**src/rtl/core/kmp_pkg.sv**
```systemverilog
// ----------------------------------------------------------------------------
// kmp_pkg: shared types and constants of the key matrix PS/2 transmitter
// Holds the command and result formats, the configuration register map,
// the scan code constants and the fixed key code table of the 8x8 matrix.
// ----------------------------------------------------------------------------
`default_nettype none

package kmp_pkg;

    // Stream widths.
    localparam int S_TDATA_W = 16;
    localparam int M_TDATA_W = 16;

    // Configuration register map.
    localparam int CFG_INDEX_W = 1;
    localparam int CFG_DATA_W  = 8;
    localparam logic [CFG_INDEX_W-1:0] CFG_DEBOUNCE_SCANS = 1'd0;
    localparam logic [CFG_INDEX_W-1:0] CFG_FRAME_INTERVAL = 1'd1;
    localparam logic [CFG_DATA_W-1:0]  DEBOUNCE_SCANS_RST = 8'd20;
    localparam logic [CFG_DATA_W-1:0]  FRAME_INTERVAL_RST = 8'd40;

    // Depth of the command queue between the front and the engine.
    localparam int CMDQ_DEPTH = 2;

    // Scan code bytes.
    localparam logic [7:0] CODE_BREAK = 8'hF0;
    localparam logic [7:0] CODE_EXT   = 8'hE0;
    localparam logic [7:0] EXT_KEY_A  = 8'h6B;
    localparam logic [7:0] EXT_KEY_B  = 8'h74;

    // Key code table, indexed by row and then column. Zero means no key.
    localparam logic [7:0] KEY_CODE_ROM [8][8] = '{
        '{8'h16, 8'h1E, 8'h26, 8'h25, 8'h2E, 8'h36, 8'h00, 8'h00},
        '{8'h00, 8'h15, 8'h1D, 8'h24, 8'h2D, 8'h2C, 8'h14, 8'h00},
        '{8'h6B, 8'h1C, 8'h1B, 8'h23, 8'h2B, 8'h34, 8'h00, 8'h00},
        '{8'h00, 8'h1A, 8'h22, 8'h21, 8'h2A, 8'h32, 8'h00, 8'h59},
        '{8'h3D, 8'h3E, 8'h46, 8'h45, 8'h52, 8'h4E, 8'h00, 8'h00},
        '{8'h35, 8'h3C, 8'h43, 8'h44, 8'h4D, 8'h5A, 8'h00, 8'h00},
        '{8'h33, 8'h3B, 8'h42, 8'h4B, 8'h4C, 8'h74, 8'h00, 8'h00},
        '{8'h31, 8'h3A, 8'h41, 8'h49, 8'h4A, 8'h29, 8'h00, 8'h00}
    };

    // Command kinds after classification.
    typedef enum logic [1:0] {
        OP_SCAN = 2'd0,
        OP_TICK = 2'd1,
        OP_SKIP = 2'd2
    } op_kind_t;

    typedef struct packed {
        op_kind_t   kind;
        logic [2:0] row_index;
        logic [7:0] column_bits;
    } cmd_t;

    typedef struct packed {
        logic [7:0] debounce_scans;
        logic [7:0] frame_interval;
    } cfg_t;

    // Result beat, ps2_clock in the lowest bit.
    typedef struct packed {
        logic       dropped_oldest;
        logic [6:0] queue_level;
        logic       ps2_data;
        logic       ps2_clock;
    } res_t;

endpackage

`default_nettype wire

```
**src/rtl/core/kmp_ram.sv**
```systemverilog
// ----------------------------------------------------------------------------
// kmp_ram: generic simple dual-port RAM
// One write port and one read port with a registered read.
// ----------------------------------------------------------------------------
`default_nettype none

module kmp_ram #(
    parameter int WIDTH  = 8,
    parameter int DEPTH  = 16,
    parameter int ADDR_W = (DEPTH > 1) ? $clog2(DEPTH) : 1
) (
    input  wire logic              aclk,
    input  wire logic              wr_en,
    input  wire logic [ADDR_W-1:0] wr_addr,
    input  wire logic [WIDTH-1:0]  wr_data,
    input  wire logic [ADDR_W-1:0] rd_addr,
    output logic      [WIDTH-1:0]  rd_data
);

    logic [WIDTH-1:0] mem [DEPTH];
    logic [WIDTH-1:0] rd_data_reg;

    // Write port.
    always_ff @(posedge aclk) begin
        if (wr_en) begin
            mem[wr_addr] <= wr_data;
        end
    end

    // Registered read port.
    always_ff @(posedge aclk) begin
        rd_data_reg <= mem[rd_addr];
    end

    assign rd_data = rd_data_reg;

endmodule

`default_nettype wire

```
**src/rtl/core/kmp_front.sv**
```systemverilog
// ----------------------------------------------------------------------------
// kmp_front: input side of the key matrix PS/2 transmitter
// Accepts input beats, sorts them into scan, tick and skip commands and
// holds them in a short queue for the engine.
// ----------------------------------------------------------------------------
`default_nettype none

module kmp_front #(
    parameter int ROWS = 8
) (
    input  wire logic                           aclk,
    input  wire logic                           aresetn,
    input  wire logic                           s_tvalid,
    output logic                                s_tready,
    input  wire logic [kmp_pkg::S_TDATA_W-1:0]  s_tdata,
    input  wire logic [0:0]                     s_tuser,
    output logic                                cmd_valid,
    input  wire logic                           cmd_ready,
    output kmp_pkg::cmd_t                       cmd
);

    localparam int CNT_W = $clog2(kmp_pkg::CMDQ_DEPTH + 1);
    localparam int PTR_W = (kmp_pkg::CMDQ_DEPTH > 1) ? $clog2(kmp_pkg::CMDQ_DEPTH) : 1;

    kmp_pkg::cmd_t   in_cmd;
    kmp_pkg::cmd_t   q_reg [kmp_pkg::CMDQ_DEPTH];
    logic [PTR_W-1:0] wr_ptr_reg, wr_ptr_next;
    logic [PTR_W-1:0] rd_ptr_reg, rd_ptr_next;
    logic [CNT_W-1:0] count_reg, count_next;
    logic             push, pop;

    // Classify the incoming beat. Rows beyond the matrix are skipped.
    always_comb begin
        in_cmd.row_index   = s_tdata[2:0];
        in_cmd.column_bits = s_tdata[10:3];
        if (s_tuser[0]) begin
            in_cmd.kind = kmp_pkg::OP_TICK;
        end else if (int'(s_tdata[2:0]) < ROWS) begin
            in_cmd.kind = kmp_pkg::OP_SCAN;
        end else begin
            in_cmd.kind = kmp_pkg::OP_SKIP;
        end
    end

    assign s_tready  = (count_reg != CNT_W'(kmp_pkg::CMDQ_DEPTH));
    assign cmd_valid = (count_reg != '0);
    assign cmd       = q_reg[rd_ptr_reg];
    assign push      = s_tvalid && s_tready;
    assign pop       = cmd_valid && cmd_ready;

    // Queue pointers and fill count.
    always_comb begin
        wr_ptr_next = wr_ptr_reg;
        rd_ptr_next = rd_ptr_reg;
        count_next  = count_reg;
        if (push) begin
            wr_ptr_next = (wr_ptr_reg == PTR_W'(kmp_pkg::CMDQ_DEPTH - 1)) ? '0
                                                                         : wr_ptr_reg + 1'b1;
        end
        if (pop) begin
            rd_ptr_next = (rd_ptr_reg == PTR_W'(kmp_pkg::CMDQ_DEPTH - 1)) ? '0
                                                                         : rd_ptr_reg + 1'b1;
        end
        if (push && !pop) begin
            count_next = count_reg + 1'b1;
        end else if (pop && !push) begin
            count_next = count_reg - 1'b1;
        end
    end

    always_ff @(posedge aclk) begin
        if (!aresetn) begin
            wr_ptr_reg <= '0;
            rd_ptr_reg <= '0;
            count_reg  <= '0;
        end else begin
            wr_ptr_reg <= wr_ptr_next;
            rd_ptr_reg <= rd_ptr_next;
            count_reg  <= count_next;
        end
    end

    // Queue storage.
    always_ff @(posedge aclk) begin
        if (push) begin
            q_reg[wr_ptr_reg] <= in_cmd;
        end
    end

endmodule

`default_nettype wire

```
**src/rtl/core/kmp_engine.sv**
```systemverilog
// ----------------------------------------------------------------------------
// kmp_engine: execution side of the key matrix PS/2 transmitter
// Runs per-key debounce one column per cycle, pausing while scan code bytes
// are pushed into the code ring one byte per cycle, steps the PS/2 transmit
// frame on ticks and holds the finished result in an output register.
// ----------------------------------------------------------------------------
`default_nettype none

module kmp_engine #(
    parameter int ROWS       = 8,
    parameter int COLS       = 8,
    parameter int RING_DEPTH = 128
) (
    input  wire logic          aclk,
    input  wire logic          aresetn,
    input  wire kmp_pkg::cfg_t cfg,
    input  wire logic          cmd_valid,
    output logic               cmd_ready,
    input  wire kmp_pkg::cmd_t cmd,
    output logic               m_tvalid,
    input  wire logic          m_tready,
    output kmp_pkg::res_t      res
);

    localparam int RAW   = (ROWS > 1) ? $clog2(ROWS) : 1;
    localparam int CW    = (COLS > 1) ? $clog2(COLS) : 1;
    localparam int PW    = $clog2(RING_DEPTH);
    localparam int LW    = (PW > 7) ? PW : 7;
    localparam int ROW_W = COLS * 9;

    typedef enum logic [7:0] {
        S_IDLE  = 8'b0000_0001,
        S_ROWRD = 8'b0000_0010,
        S_ROWLD = 8'b0000_0100,
        S_COL   = 8'b0000_1000,
        S_PUSH  = 8'b0001_0000,
        S_ROWWR = 8'b0010_0000,
        S_TICK  = 8'b0100_0000,
        S_DONE  = 8'b1000_0000
    } state_t;

    state_t               state_reg, state_next;
    logic [2:0]           row_reg, row_next;
    logic [7:0]           cols_reg, cols_next;
    logic [CW-1:0]        col_reg, col_next;
    logic [COLS-1:0][7:0] row_cnt_reg, row_cnt_next;
    logic [COLS-1:0]      row_open_reg, row_open_next;
    logic [ROWS-1:0]      row_valid_reg, row_valid_next;
    logic [2:0]           pend_reg, pend_next;
    logic [7:0]           code_reg, code_next;
    logic [PW-1:0]        head_reg, head_next;
    logic [PW-1:0]        tail_reg, tail_next;
    logic                 drop_reg, drop_next;
    logic                 clk_reg, clk_next;
    logic                 data_reg, data_next;
    logic [7:0]           step_reg, step_next;
    logic                 par_reg, par_next;
    logic [7:0]           shift_reg, shift_next;
    logic                 out_valid_reg, out_valid_next;
    kmp_pkg::res_t        out_reg, out_next;

    logic                 key_wr_en;
    logic [ROW_W-1:0]     key_rd_data;
    logic                 ring_wr_en;
    logic [7:0]           ring_wr_data;
    logic [7:0]           ring_rd_data;

    logic [7:0]           cur_cnt;
    logic                 cur_open;
    logic                 cur_level;
    logic [7:0]           cur_code;
    logic                 col_last;
    logic                 advance;
    logic [2:0]           pend_left;
    logic [PW-1:0]        tail_inc;
    logic [8:0]           step_wide;
    logic [PW:0]          level_wide;
    logic [LW:0]          level_ext;

    function automatic logic [PW-1:0] ring_next(input logic [PW-1:0] p);
        return (p == PW'(RING_DEPTH - 1)) ? '0 : p + 1'b1;
    endfunction

    // Per-row key state: counters and recorded open levels, one word a row.
    kmp_ram #(
        .WIDTH (ROW_W),
        .DEPTH (ROWS)
    ) u_key_ram (
        .aclk    (aclk),
        .wr_en   (key_wr_en),
        .wr_addr (row_reg[RAW-1:0]),
        .wr_data ({row_open_reg, row_cnt_reg}),
        .rd_addr (row_reg[RAW-1:0]),
        .rd_data (key_rd_data)
    );

    // Scan code ring: written at the tail, read at the head.
    kmp_ram #(
        .WIDTH (8),
        .DEPTH (RING_DEPTH)
    ) u_ring_ram (
        .aclk    (aclk),
        .wr_en   (ring_wr_en),
        .wr_addr (tail_reg),
        .wr_data (ring_wr_data),
        .rd_addr (head_reg),
        .rd_data (ring_rd_data)
    );

    // Current column of the row under scan.
    assign cur_cnt   = row_cnt_reg[col_reg];
    assign cur_open  = row_open_reg[col_reg];
    assign cur_level = cols_reg[col_reg];
    assign cur_code  = kmp_pkg::KEY_CODE_ROM[row_reg][3'(col_reg)];
    assign col_last  = (col_reg == CW'(COLS - 1));

    // Byte to push and the bytes left after it.
    always_comb begin
        if (pend_reg[2]) begin
            ring_wr_data = kmp_pkg::CODE_EXT;
            pend_left    = {1'b0, pend_reg[1:0]};
        end else if (pend_reg[1]) begin
            ring_wr_data = kmp_pkg::CODE_BREAK;
            pend_left    = {2'b00, pend_reg[0]};
        end else begin
            ring_wr_data = code_reg;
            pend_left    = 3'b000;
        end
    end

    assign tail_inc = ring_next(tail_reg);

    // Bytes waiting in the ring, reported modulo 128.
    assign level_wide = (PW+1)'(tail_reg) - (PW+1)'(head_reg)
                      + ((tail_reg < head_reg) ? (PW+1)'(RING_DEPTH) : '0);
    assign level_ext  = (LW+1)'(level_wide);

    assign cmd_ready  = (state_reg == S_IDLE);
    assign key_wr_en  = (state_reg == S_ROWWR);
    assign ring_wr_en = (state_reg == S_PUSH);
    assign m_tvalid   = out_valid_reg;
    assign res        = out_reg;

    // Sequencer.
    always_comb begin
        state_next     = state_reg;
        row_next       = row_reg;
        cols_next      = cols_reg;
        col_next       = col_reg;
        row_cnt_next   = row_cnt_reg;
        row_open_next  = row_open_reg;
        row_valid_next = row_valid_reg;
        pend_next      = pend_reg;
        code_next      = code_reg;
        head_next      = head_reg;
        tail_next      = tail_reg;
        drop_next      = drop_reg;
        clk_next       = clk_reg;
        data_next      = data_reg;
        step_next      = step_reg;
        par_next       = par_reg;
        shift_next     = shift_reg;
        out_valid_next = out_valid_reg;
        out_next       = out_reg;
        advance        = 1'b0;
        step_wide      = {1'b0, step_reg};

        // The downstream side takes the held result.
        if (out_valid_reg && m_tready) begin
            out_valid_next = 1'b0;
        end

        case (state_reg)
            S_IDLE: begin
                if (cmd_valid) begin
                    row_next  = cmd.row_index;
                    cols_next = cmd.column_bits;
                    col_next  = '0;
                    drop_next = 1'b0;
                    case (cmd.kind)
                        kmp_pkg::OP_SCAN: state_next = S_ROWRD;
                        kmp_pkg::OP_TICK: state_next = S_TICK;
                        default:          state_next = S_DONE;
                    endcase
                end
            end

            S_ROWRD: begin
                state_next = S_ROWLD;
            end

            // A row never written back reads as released keys, idle counters.
            S_ROWLD: begin
                if (row_valid_reg[row_reg[RAW-1:0]]) begin
                    {row_open_next, row_cnt_next} = key_rd_data;
                end else begin
                    row_open_next = '1;
                    row_cnt_next  = '0;
                end
                state_next = S_COL;
            end

            // Debounce one key.
            S_COL: begin
                if (cur_cnt > 8'd1) begin
                    row_cnt_next[col_reg] = cur_cnt - 8'd1;
                    advance = 1'b1;
                end else if (cur_cnt == 8'd1) begin
                    row_cnt_next[col_reg] = 8'd0;
                    if ((cur_level == cur_open) && (cur_code != 8'd0)) begin
                        pend_next  = {(cur_code == kmp_pkg::EXT_KEY_A) ||
                                      (cur_code == kmp_pkg::EXT_KEY_B),
                                      cur_level, 1'b1};
                        code_next  = cur_code;
                        state_next = S_PUSH;
                    end else begin
                        advance = 1'b1;
                    end
                end else begin
                    if (cur_level != cur_open) begin
                        row_open_next[col_reg] = cur_level;
                        row_cnt_next[col_reg]  = cfg.debounce_scans;
                    end
                    advance = 1'b1;
                end
            end

            // Push one byte; a full ring loses its oldest byte.
            S_PUSH: begin
                tail_next = tail_inc;
                if (tail_inc == head_reg) begin
                    head_next = ring_next(head_reg);
                    drop_next = 1'b1;
                end
                pend_next = pend_left;
                if (pend_left == 3'b000) begin
                    advance = 1'b1;
                end
            end

            S_ROWWR: begin
                row_valid_next[row_reg[RAW-1:0]] = 1'b1;
                state_next = S_DONE;
            end

            // One half-bit step of the transmit frame.
            S_TICK: begin
                if (!clk_reg) begin
                    clk_next  = 1'b1;
                    step_wide = step_wide + 9'd1;
                end else if (step_wide == 9'd0) begin
                    if (head_reg != tail_reg) begin
                        shift_next = ring_rd_data;
                        head_next  = ring_next(head_reg);
                        data_next  = 1'b0;
                        clk_next   = 1'b0;
                    end
                end else if (step_wide <= 9'd8) begin
                    data_next  = shift_reg[0];
                    par_next   = par_reg ^ shift_reg[0];
                    shift_next = {1'b0, shift_reg[7:1]};
                    clk_next   = 1'b0;
                end else if (step_wide == 9'd9) begin
                    data_next = ~par_reg;
                    clk_next  = 1'b0;
                end else if (step_wide == 9'd10) begin
                    data_next = 1'b1;
                    clk_next  = 1'b0;
                end else begin
                    step_wide = step_wide + 9'd1;
                end
                if (step_wide > {1'b0, cfg.frame_interval}) begin
                    step_wide  = 9'd0;
                    par_next   = 1'b0;
                    shift_next = 8'd0;
                end
                step_next  = step_wide[7:0];
                state_next = S_DONE;
            end

            // Hand the result to the output register once it is free.
            S_DONE: begin
                if (!out_valid_reg || m_tready) begin
                    out_valid_next          = 1'b1;
                    out_next.ps2_clock      = clk_reg;
                    out_next.ps2_data       = data_reg;
                    out_next.queue_level    = level_ext[6:0];
                    out_next.dropped_oldest = drop_reg;
                    state_next              = S_IDLE;
                end
            end

            default: begin
                state_next = S_IDLE;
            end
        endcase

        // Move to the next column or finish the row.
        if (advance) begin
            if (col_last) begin
                state_next = S_ROWWR;
            end else begin
                col_next   = col_reg + 1'b1;
                state_next = S_COL;
            end
        end
    end

    // Control state.
    always_ff @(posedge aclk) begin
        if (!aresetn) begin
            state_reg     <= S_IDLE;
            row_valid_reg <= '0;
            head_reg      <= '0;
            tail_reg      <= '0;
            clk_reg       <= 1'b1;
            data_reg      <= 1'b1;
            step_reg      <= 8'd0;
            par_reg       <= 1'b0;
            shift_reg     <= 8'd0;
            out_valid_reg <= 1'b0;
        end else begin
            state_reg     <= state_next;
            row_valid_reg <= row_valid_next;
            head_reg      <= head_next;
            tail_reg      <= tail_next;
            clk_reg       <= clk_next;
            data_reg      <= data_next;
            step_reg      <= step_next;
            par_reg       <= par_next;
            shift_reg     <= shift_next;
            out_valid_reg <= out_valid_next;
        end
    end

    // Working registers of the current item.
    always_ff @(posedge aclk) begin
        row_reg      <= row_next;
        cols_reg     <= cols_next;
        col_reg      <= col_next;
        row_cnt_reg  <= row_cnt_next;
        row_open_reg <= row_open_next;
        pend_reg     <= pend_next;
        code_reg     <= code_next;
        drop_reg     <= drop_next;
        out_reg      <= out_next;
    end

endmodule

`default_nettype wire

```
**src/rtl/core/key_matrix_ps2_transmitter.sv**
```systemverilog
// ----------------------------------------------------------------------------
// key_matrix_ps2_transmitter: key matrix scanner with PS/2 device output
// Order: a tick steps the frame, a skipped row goes straight to its result,
// a row sample reads its key word, debounces the columns, pushes bytes and
// writes the word back. The engine takes one key column or one ring byte per
// cycle, a new beat only after the last result; a 2-entry queue buffers input.
// Reset: synchronous, active low; ring empty, lines high, all keys released.
// ----------------------------------------------------------------------------
`default_nettype none

module key_matrix_ps2_transmitter #(
    parameter int ROWS       = 8,
    parameter int COLS       = 8,
    parameter int RING_DEPTH = 128
) (
    input  wire logic                             aclk,
    input  wire logic                             aresetn,
    // Input beats.
    input  wire logic                             s_tvalid,
    output logic                                  s_tready,
    input  wire logic [kmp_pkg::S_TDATA_W-1:0]    s_tdata,   // row_index[2:0], column_bits[10:3]
    input  wire logic [0:0]                       s_tuser,   // func[0]
    // Result beats.
    output logic                                  m_tvalid,
    input  wire logic                             m_tready,
    output logic      [kmp_pkg::M_TDATA_W-1:0]    m_tdata,   // ps2_clock[0], ps2_data[1],
                                                             // queue_level[8:2], dropped_oldest[9]
    // Configuration writes.
    input  wire logic                             cfg_wr_en,
    input  wire logic [kmp_pkg::CFG_INDEX_W-1:0]  cfg_index,
    input  wire logic [kmp_pkg::CFG_DATA_W-1:0]   cfg_wdata
);

    kmp_pkg::cfg_t cfg_reg, cfg_next;
    kmp_pkg::cmd_t cmd;
    kmp_pkg::res_t res;
    logic          cmd_valid;
    logic          cmd_ready;

    // Configuration registers.
    always_comb begin
        cfg_next = cfg_reg;
        if (cfg_wr_en) begin
            case (cfg_index)
                kmp_pkg::CFG_DEBOUNCE_SCANS: cfg_next.debounce_scans = cfg_wdata;
                kmp_pkg::CFG_FRAME_INTERVAL: cfg_next.frame_interval = cfg_wdata;
                default:                     cfg_next = cfg_reg;
            endcase
        end
    end

    always_ff @(posedge aclk) begin
        if (!aresetn) begin
            cfg_reg.debounce_scans <= kmp_pkg::DEBOUNCE_SCANS_RST;
            cfg_reg.frame_interval <= kmp_pkg::FRAME_INTERVAL_RST;
        end else begin
            cfg_reg <= cfg_next;
        end
    end

    // Input side and command queue.
    kmp_front #(
        .ROWS (ROWS)
    ) u_front (
        .aclk      (aclk),
        .aresetn   (aresetn),
        .s_tvalid  (s_tvalid),
        .s_tready  (s_tready),
        .s_tdata   (s_tdata),
        .s_tuser   (s_tuser),
        .cmd_valid (cmd_valid),
        .cmd_ready (cmd_ready),
        .cmd       (cmd)
    );

    // Debounce, ring and transmit engine.
    kmp_engine #(
        .ROWS       (ROWS),
        .COLS       (COLS),
        .RING_DEPTH (RING_DEPTH)
    ) u_engine (
        .aclk      (aclk),
        .aresetn   (aresetn),
        .cfg       (cfg_reg),
        .cmd_valid (cmd_valid),
        .cmd_ready (cmd_ready),
        .cmd       (cmd),
        .m_tvalid  (m_tvalid),
        .m_tready  (m_tready),
        .res       (res)
    );

    assign m_tdata = {(kmp_pkg::M_TDATA_W - $bits(kmp_pkg::res_t))'(0), res};

    // No result is offered in the cycle after reset.
    a_reset_clears_out: assert property (@(posedge aclk)
        !aresetn |=> !m_tvalid)
        else $error("result valid right after reset");

    // A dropped byte means the ring was left full.
    a_drop_means_full: assert property (@(posedge aclk) disable iff (!aresetn)
        (m_tvalid && m_tdata[9]) |-> (m_tdata[8:2] == 7'(RING_DEPTH - 1)))
        else $error("dropped byte reported with ring not full");

    // The input side only stalls while the queue has a command to offer.
    a_stall_has_cmd: assert property (@(posedge aclk) disable iff (!aresetn)
        !s_tready |-> cmd_valid)
        else $error("input stalled with an empty command queue");

endmodule

`default_nettype wire

```
**config.mk**
```make
export PLATFORM = sky130hd
export DESIGN_NAME = key_matrix_ps2_transmitter
export DESIGN_NICKNAME = d
export VERILOG_FILES = /design/src/rtl/core/kmp_pkg.sv /design/src/rtl/core/kmp_ram.sv /design/src/rtl/core/kmp_front.sv /design/src/rtl/core/kmp_engine.sv /design/src/rtl/core/key_matrix_ps2_transmitter.sv
export SDC_FILE = /design/constraint.sdc
export NUM_CORES = 2
export LEC_CHECK = 0
export BUFFER_PORTS_ARGS = -buffer_cell sky130_fd_sc_hd__buf_4
export CAP_MARGIN = 15
export CELL_PAD_IN_SITES_DETAIL_PLACEMENT = 1
export CELL_PAD_IN_SITES_GLOBAL_PLACEMENT = 1
export CORE_MARGIN = 4
export CORE_UTILIZATION = 55
export DETAILED_ROUTE_END_ITERATION = 8
export PLACE_DENSITY_LB_ADDON = 0.1
export SYNTH_ARGS = -nofsm -noshare
export SYNTH_HDL_FRONTEND = slang
export SYNTH_HIERARCHICAL = 1
export SYNTH_SLANG_ARGS = --single-unit
```
**constraint.sdc**
```tcl
create_clock -name aclk -period 13.2 [get_ports aclk]
set_clock_uncertainty 0.15 [all_clocks]
set_input_delay 2.64 -clock aclk [delete_from_list [all_inputs] [get_ports aclk]]
set_output_delay 2.64 -clock aclk [all_outputs]
set_load 0.02 [all_outputs]
```
Word level (Yosys, flattened, before mapping)
Memories as Yosys holds them, arrays and structs flattened. A register that Yosys moved wholly into a read port is not among the register bits.
Cells that the tools add are included.
Widths: inputs -> output; s select.
{ "totals": {"n_memories": 4, "mem_bits_ro": 512, "in_bits": 31, "register_bits": 178, "ramBits": 1624, "out_inout_bits": 18, "wordCells": 262} }
{ "mem_list": {"columns": ["name", "depth", "word_bits", "read_ports", "rd_ports_with_merged_regs", "write_ports", "line", "rtl"], "rows": [
  ["u_engine.u_ring_ram.mem", 128, 8, 1, 1, 1, "kmp_ram.sv:20", "logic [WIDTH-1:0] mem [DEPTH];"],
  ["u_engine.u_key_ram.mem", 8, 72, 1, 1, 1, "kmp_ram.sv:20", null],
  ["(name not given)", 8, 64, 1, 0, 0, "kmp_engine.sv:114", "assign cur_code = kmp_pkg::KEY_CODE_ROM[row_reg][3'(col_reg)];"],
  ["u_front.q_reg", 2, 12, 1, 1, 1, "kmp_front.sv:26", "kmp_pkg::cmd_t q_reg [kmp_pkg::CMDQ_DEPTH];"]
]} }
{ "classes": {"bitwise_logic": 9, "n_reduce_logical": 42, "addsub": 11, "muxes": 111, "n_lt_le_gt_ge": 9, "eq_ne": 42} }
{ "op_table": {"columns": ["op", "n"], "rows": [
  ["$mux 64", 6],
  ["$mux 8", 22],
  ["$bwmux 64", 2],
  ["$pmux 64 s2", 1],
  ["$and 64x64->64", 1],
  ["$not 64->64", 1],
  ["$pmux 8 s7", 1],
  ["$mux 9", 6],
  ["$bmux 8 s3", 2],
  ["$mux 7", 6],
  ["$mux 1", 41],
  ["$pmux 8 s2", 2],
  ["$demux 8 s3", 1],
  ["$eq 8x4->1 const B", 3],
  ["$eq 8x7->1 const B", 3],
  ["$mux 3", 8],
  ["$reduce_and 4->1", 6],
  ["$eq 8x1->1 const B", 2],
  ["$reduce_bool 2->1", 8],
  ["$add 7x1->7 const B", 2],
  ["$eq 7x7->1 const B", 2],
  ["$ne 2x1->1 const B", 7],
  ["$ne 2x2->1 const B", 7],
  ["$pmux 7 s2", 1],
  ["54 further kinds", 83]
]} }

Logic depth before layout (Yosys ltp)
{ "logic_depth": {"ltp_word": 15, "ltp_mapped": 16} }

Hierarchy
The synthesis kept the hierarchy.
{ "modules_own_cells": {"columns": ["module", "instances", "cells_each", "seq_area_each_um2", "area_per_inst_um2"], "rows": [
  ["kmp_ram at u_engine.u_ring_ram", 1, 1635, 30909.6, 39665.5],
  ["kmp_ram at u_engine.u_key_ram", 1, 917, 18738.0, 23368.7],
  ["kmp_engine", 1, 1104, 4184.0, 10194.8],
  ["kmp_front", 1, 63, 820.8, 1114.8],
  ["key_matrix_ps2_transmitter", 1, 73, 320.3, 671.9]
]} }

Worst setup path after synthesis
No wires, ideal clock.
{ "synth_timing": {"path_type": "register to register", "from": "register u_engine.state_reg[7]", "to": "memory u_engine/u_key_ram/mem[0][0] (netlist name) (enable)", "arrival_ns": 6.378, "period_less_slack_ns": 7.118, "required_time_ns": 12.459, "path_stages_with_launch": 7, "n_path_buf": 1, "slack_ns": 6.082, "cell_sequence": "dfxtp_1 > or4_1 > nor3_1 > and3b_1 > clkbuf_1 > nand2b_1 > nor3_1"} }
{ "synth_via": {"elab_chain_cells": 3} }
{ "synth_lines": {"columns": ["item", "line", "rtl"], "rows": [
  ["start: declaration", "kmp_engine.sv:42", "state_t state_reg, state_next;"],
  ["start signal: assignment", "kmp_engine.sv:323", "state_reg <= state_next;"],
  ["$eq 8x6->1", "kmp_engine.sv:139", "assign key_wr_en = (state_reg == S_ROWWR);"],
  ["named net u_engine.key_wr_en", "kmp_engine.sv:62", "logic key_wr_en;"],
  ["$mux 1", "kmp_ram.sv:25", "if (wr_en) begin"],
  ["$mux 1 (implied by the code)", "kmp_ram.sv:26", "mem[wr_addr] <= wr_data;"],
  ["end: declaration", "kmp_ram.sv:20", null]
]} }
The timed path passes the listed nets, and every way through them passes these cells.

==> impl_summary.log <==
INFO  metric global_route.overflow_total = 0
INFO  metric timing.final.setup_violations = 0
INFO  metric clock_sinks = roughly 1900
INFO  metric unrepaired_setup_endpoints_after_global_routing = no
INFO  metric critical-path-top-cell-by-count = sky130_fd_sc_hd__mux4_2
INFO  metric dr.first_iter.drc_count = between 4000 and 5000
INFO  metric hp-start = u_engine/data_reg
INFO  metric finalSetupTns = 0 ns
INFO  metric synthArstFlopShare = 0%
INFO  metric maxClockFrequency = 205.2 MHz
INFO  metric grt_use_total = around a quarter
INFO  metric floorplan.initialDensity = 55.38%
INFO  metric crit_required = 13.70 ns
INFO  metric final.min_clock_period = roughly 5 ns
INFO  metric total_leakage_power = about 26 nW
INFO  metric final_instance_area = 83220 sq um
INFO  metric grt_pass1_vias = 40040
INFO  metric wire_length_of_the_first_global_routing_pass = about 280000 um
INFO  metric hold_ws = 0.2996 ns
INFO  metric cellPowerDensity = 162.2 nW/um^2
INFO  metric netSwitchingFraction = a little under a quarter
INFO  metric finalWeightedCongestion = 0.8898
INFO  metric cpPeakStageDelay = ~0.86 ns
INFO  metric worst-slew-pin-transition = 1.214 ns
INFO  metric min_period_over_period = 36.91%
INFO  metric cts.path.max_buffers = 3
INFO  metric routed_length_on_met1 = roughly 74000 um
INFO  metric max_stage_delay_cell_worst_path = sky130_fd_sc_hd__buf_4
INFO  metric timing_max_transition_violations_final = 0
INFO  metric post_cts_hold_buffers = 0
INFO  metric finalNetCount = 3946
INFO  metric drt-total-wl = 186400 um
INFO  metric routed-wl-met3 = 10450 um
INFO  metric result_of_the_run = finished, final reports clean
INFO  metric topRoutingLayerUsed = met5
INFO  metric worstSetupStartpointType = flop
INFO  metric placeableCoreArea = about 140000 sq um
INFO  metric cts-buffers-inserted = roughly 190
INFO  metric detail_route.first_pass.iterations = 7
INFO  metric post-cts-setup-buffer-count = 0
INFO  metric i_o_pin_total = just under 50
INFO  metric power.clock.fraction = 38.7%
INFO  metric tritoncts = done
INFO  metric min-delay-path-class = flop to flop
INFO  metric cp_cell_sequence = buf_12 > buf_4 > mux4_2 > mux4_2 > mux4_2 > mux2_2
INFO  metric synth.yosys.warnings = 6
INFO  metric vdd_ir_drop_max = 0.0002472 V
INFO  metric p_seq_share = 49.9%
INFO  metric drv.max_cap_violation_count = 0
INFO  metric arrival = 5.37 ns
INFO  metric clock-root-buffer = sky130_fd_sc_hd__clkbuf_16
INFO  metric synth_edf_count = 1728
INFO  metric syn-instance-count = 3792
INFO  metric endpoint_kind_of_the_worst_setup_timing_path = flop
INFO  metric h-tree-depth = 4
INFO  metric die_area = 142400 sq um
INFO  metric crit_fanout = 99
INFO  metric port_buffers = 37
INFO  metric timing_worst_setup_path_type = flop to flop
INFO  metric drt_drc_violations_left = 0
INFO  metric die_x = 377.3 um
INFO  metric cts.clk_slew.worst_paths = 0.06 ns
INFO  metric drt-vias-per-instance = 6.486
INFO  metric timing.rr.start = u_engine/head_reg[0]
INFO  metric die-height = 377.3 um
INFO  metric met2WireLength = roughly 94000 um
INFO  metric synthToLayoutAreaGrowth = 10.94%
INFO  metric ant_nets = 0
INFO  metric wire_per_inst = between 30 and 40 um
INFO  metric crit_start = u_engine/head_reg[0]
INFO  metric number_of_antenna_violations_at_the_first_check_in_global_routing = 1
INFO  metric timing.max_slew.rel_slack = 19.06%
INFO  metric row_count = between 100 and 150
INFO  metric cell_internal_pwr = between 0.01 and 0.015 W
INFO  metric largest_register_ffs = 1024
INFO  metric total_switching_power = around 0.0031 W
INFO  metric dpl_cell_area = about 77000 sq um
INFO  metric count_of_unique_library_cells_instantiated_by_yosys = 86
INFO  metric dr_total_vias = 37760
INFO  metric worst_skew_pair.late_latency = about 0.80 ns
INFO  metric final_layout_size_suffix_gt1_share = between 20% and 30%
INFO  metric syn-cell-area = 75020 sq um
INFO  metric p_comb_share = 11.4%
INFO  metric dp.final_hpwl = 113200 um
INFO  metric synth.avg_cell_area = 19.78 sq um
INFO  metric cts-resized-gates = 0
INFO  metric final_hold_viol_count = 0
INFO  metric ys_ff_latch = 1882
INFO  metric synth-seq-area-share = 73.28%
INFO  metric crit_buf_inv = 2
INFO  metric pin_count_of_the_biggest_net_entering_global_routing = between 100 and 150
INFO  metric critical-path-top-delay-family = multiplexers
INFO  metric commonest_register_cell_after_synthesis = sky130_fd_sc_hd__edfxtp_1
==> power groups by stage <==
stage	Clock, W	Sequential [W]	Combinational [W]
floorplan	0	0.00680	0.00123
global placement	0	0.00687	0.00147
detailed placement	0	0.00686	0.00153
CTS	0.00532	0.00675	0.00155
global route	0.00560	0.00675	0.00164
finish	0.00522	0.00674	0.00153
==> final timing paths <==
kind	slack, ns	cells after the start	endpoint
worst min register to register	0.30	0	u_engine/res[1]
worst max-delay path	8.33	6	u_engine/u_ring_ram/rd_data[7]
worst max register to register	8.33	6	u_engine/u_ring_ram/rd_data[7]
worst min-delay path	0.30	0	u_engine/res[1]
==> cell families after synthesis <==
group | count (synthesis) | share of synthesized area [%]
AOI/OAI and AO/OA | 331 | 3.181
and+or+nand+nor | 624 | 4.011
xor gates and xnor gates | 27 | 0.3152
DFF | 1882 | 73.28
muxes | 624 | 16.89
adders and majority gates | 34 | 0.5738
other | 2 | 0.01001
buffers and inverters | 268 | 1.738
==> cell type report <==
cell class | count | area [sq um]
multi-input combinational | 1647 | 18860
clock inverter | 119 | 1124
antenna | 1 | 2.502
tap | 1781 | 2228
timing repair buffer | 112 | 885.9
sequential | 1882 | 54990
clock buffer | 227 | 4933
fill | 11230 | 52240
inverter | 53 | 201.4
==> per-layer routing <==
| metal | GRT usage [%] | vias to the layer above |
|---|---|---|
| met5 | 0 | - |
| met2 | 44.81 | 1471 |
| li1 | - | 15750 |
| met4 | 9.880 | 2 |
| met3 | 3.940 | 374 |
| met1 | 35.65 | 20160 |
==> cell usage after synthesis, types with 37 or more instances <==
cell type                  count  area share (%)
sky130_fd_sc_hd__a21oi_1      63            0.42
sky130_fd_sc_hd__a22oi_1      37            0.37
sky130_fd_sc_hd__buf_2        56            0.37
sky130_fd_sc_hd__clkbuf_1     93            0.47
sky130_fd_sc_hd__dfxtp_1     154             4.1
sky130_fd_sc_hd__edfxtp_1   1728              69
sky130_fd_sc_hd__inv_1        51            0.26
sky130_fd_sc_hd__mux2_4       62             1.2
sky130_fd_sc_hd__mux2i_1      41            0.55
sky130_fd_sc_hd__mux4_2      485              15
sky130_fd_sc_hd__nand2_1     136            0.68
sky130_fd_sc_hd__nand3_1      50            0.33
sky130_fd_sc_hd__nor2_1      225             1.1
sky130_fd_sc_hd__o21ai_0      51            0.34
==> layout by cell type (no fill, tap or decap), types with 32 or more instances in the layout <==
master and instances:
sky130_fd_sc_hd__mux2i_1 41, sky130_fd_sc_hd__ha_1 32, sky130_fd_sc_hd__dfxtp_1 148, sky130_fd_sc_hd__edfxtp_1 1728, sky130_fd_sc_hd__nor2_1 217, sky130_fd_sc_hd__a22oi_1 37
sky130_fd_sc_hd__clkinv_2 40, sky130_fd_sc_hd__clkinv_1 36, sky130_fd_sc_hd__inv_1 50, sky130_fd_sc_hd__buf_4 106, sky130_fd_sc_hd__nand3_1 48, sky130_fd_sc_hd__clkbuf_1 33
sky130_fd_sc_hd__mux2_4 62, sky130_fd_sc_hd__clkbuf_16 190, sky130_fd_sc_hd__o21ai_0 51, sky130_fd_sc_hd__mux2_2 36, sky130_fd_sc_hd__a21oi_1 63, sky130_fd_sc_hd__mux4_2 485
sky130_fd_sc_hd__nand2_1 136
==> per-stage QoR <==
step	util [%]	std cells	power, W	setup WS (ns)
finish	61.43	5822	0.01350	8.328
floorplan	-	3797	0.008032	6.082
global route	61.43	5821	0.01400	8.033
global placement	56.95	5473	0.008335	8.347
CTS	61.43	5821	0.01361	8.260
detailed placement	56.96	5475	0.008396	8.300
Power figures use the tool's default switching activity.
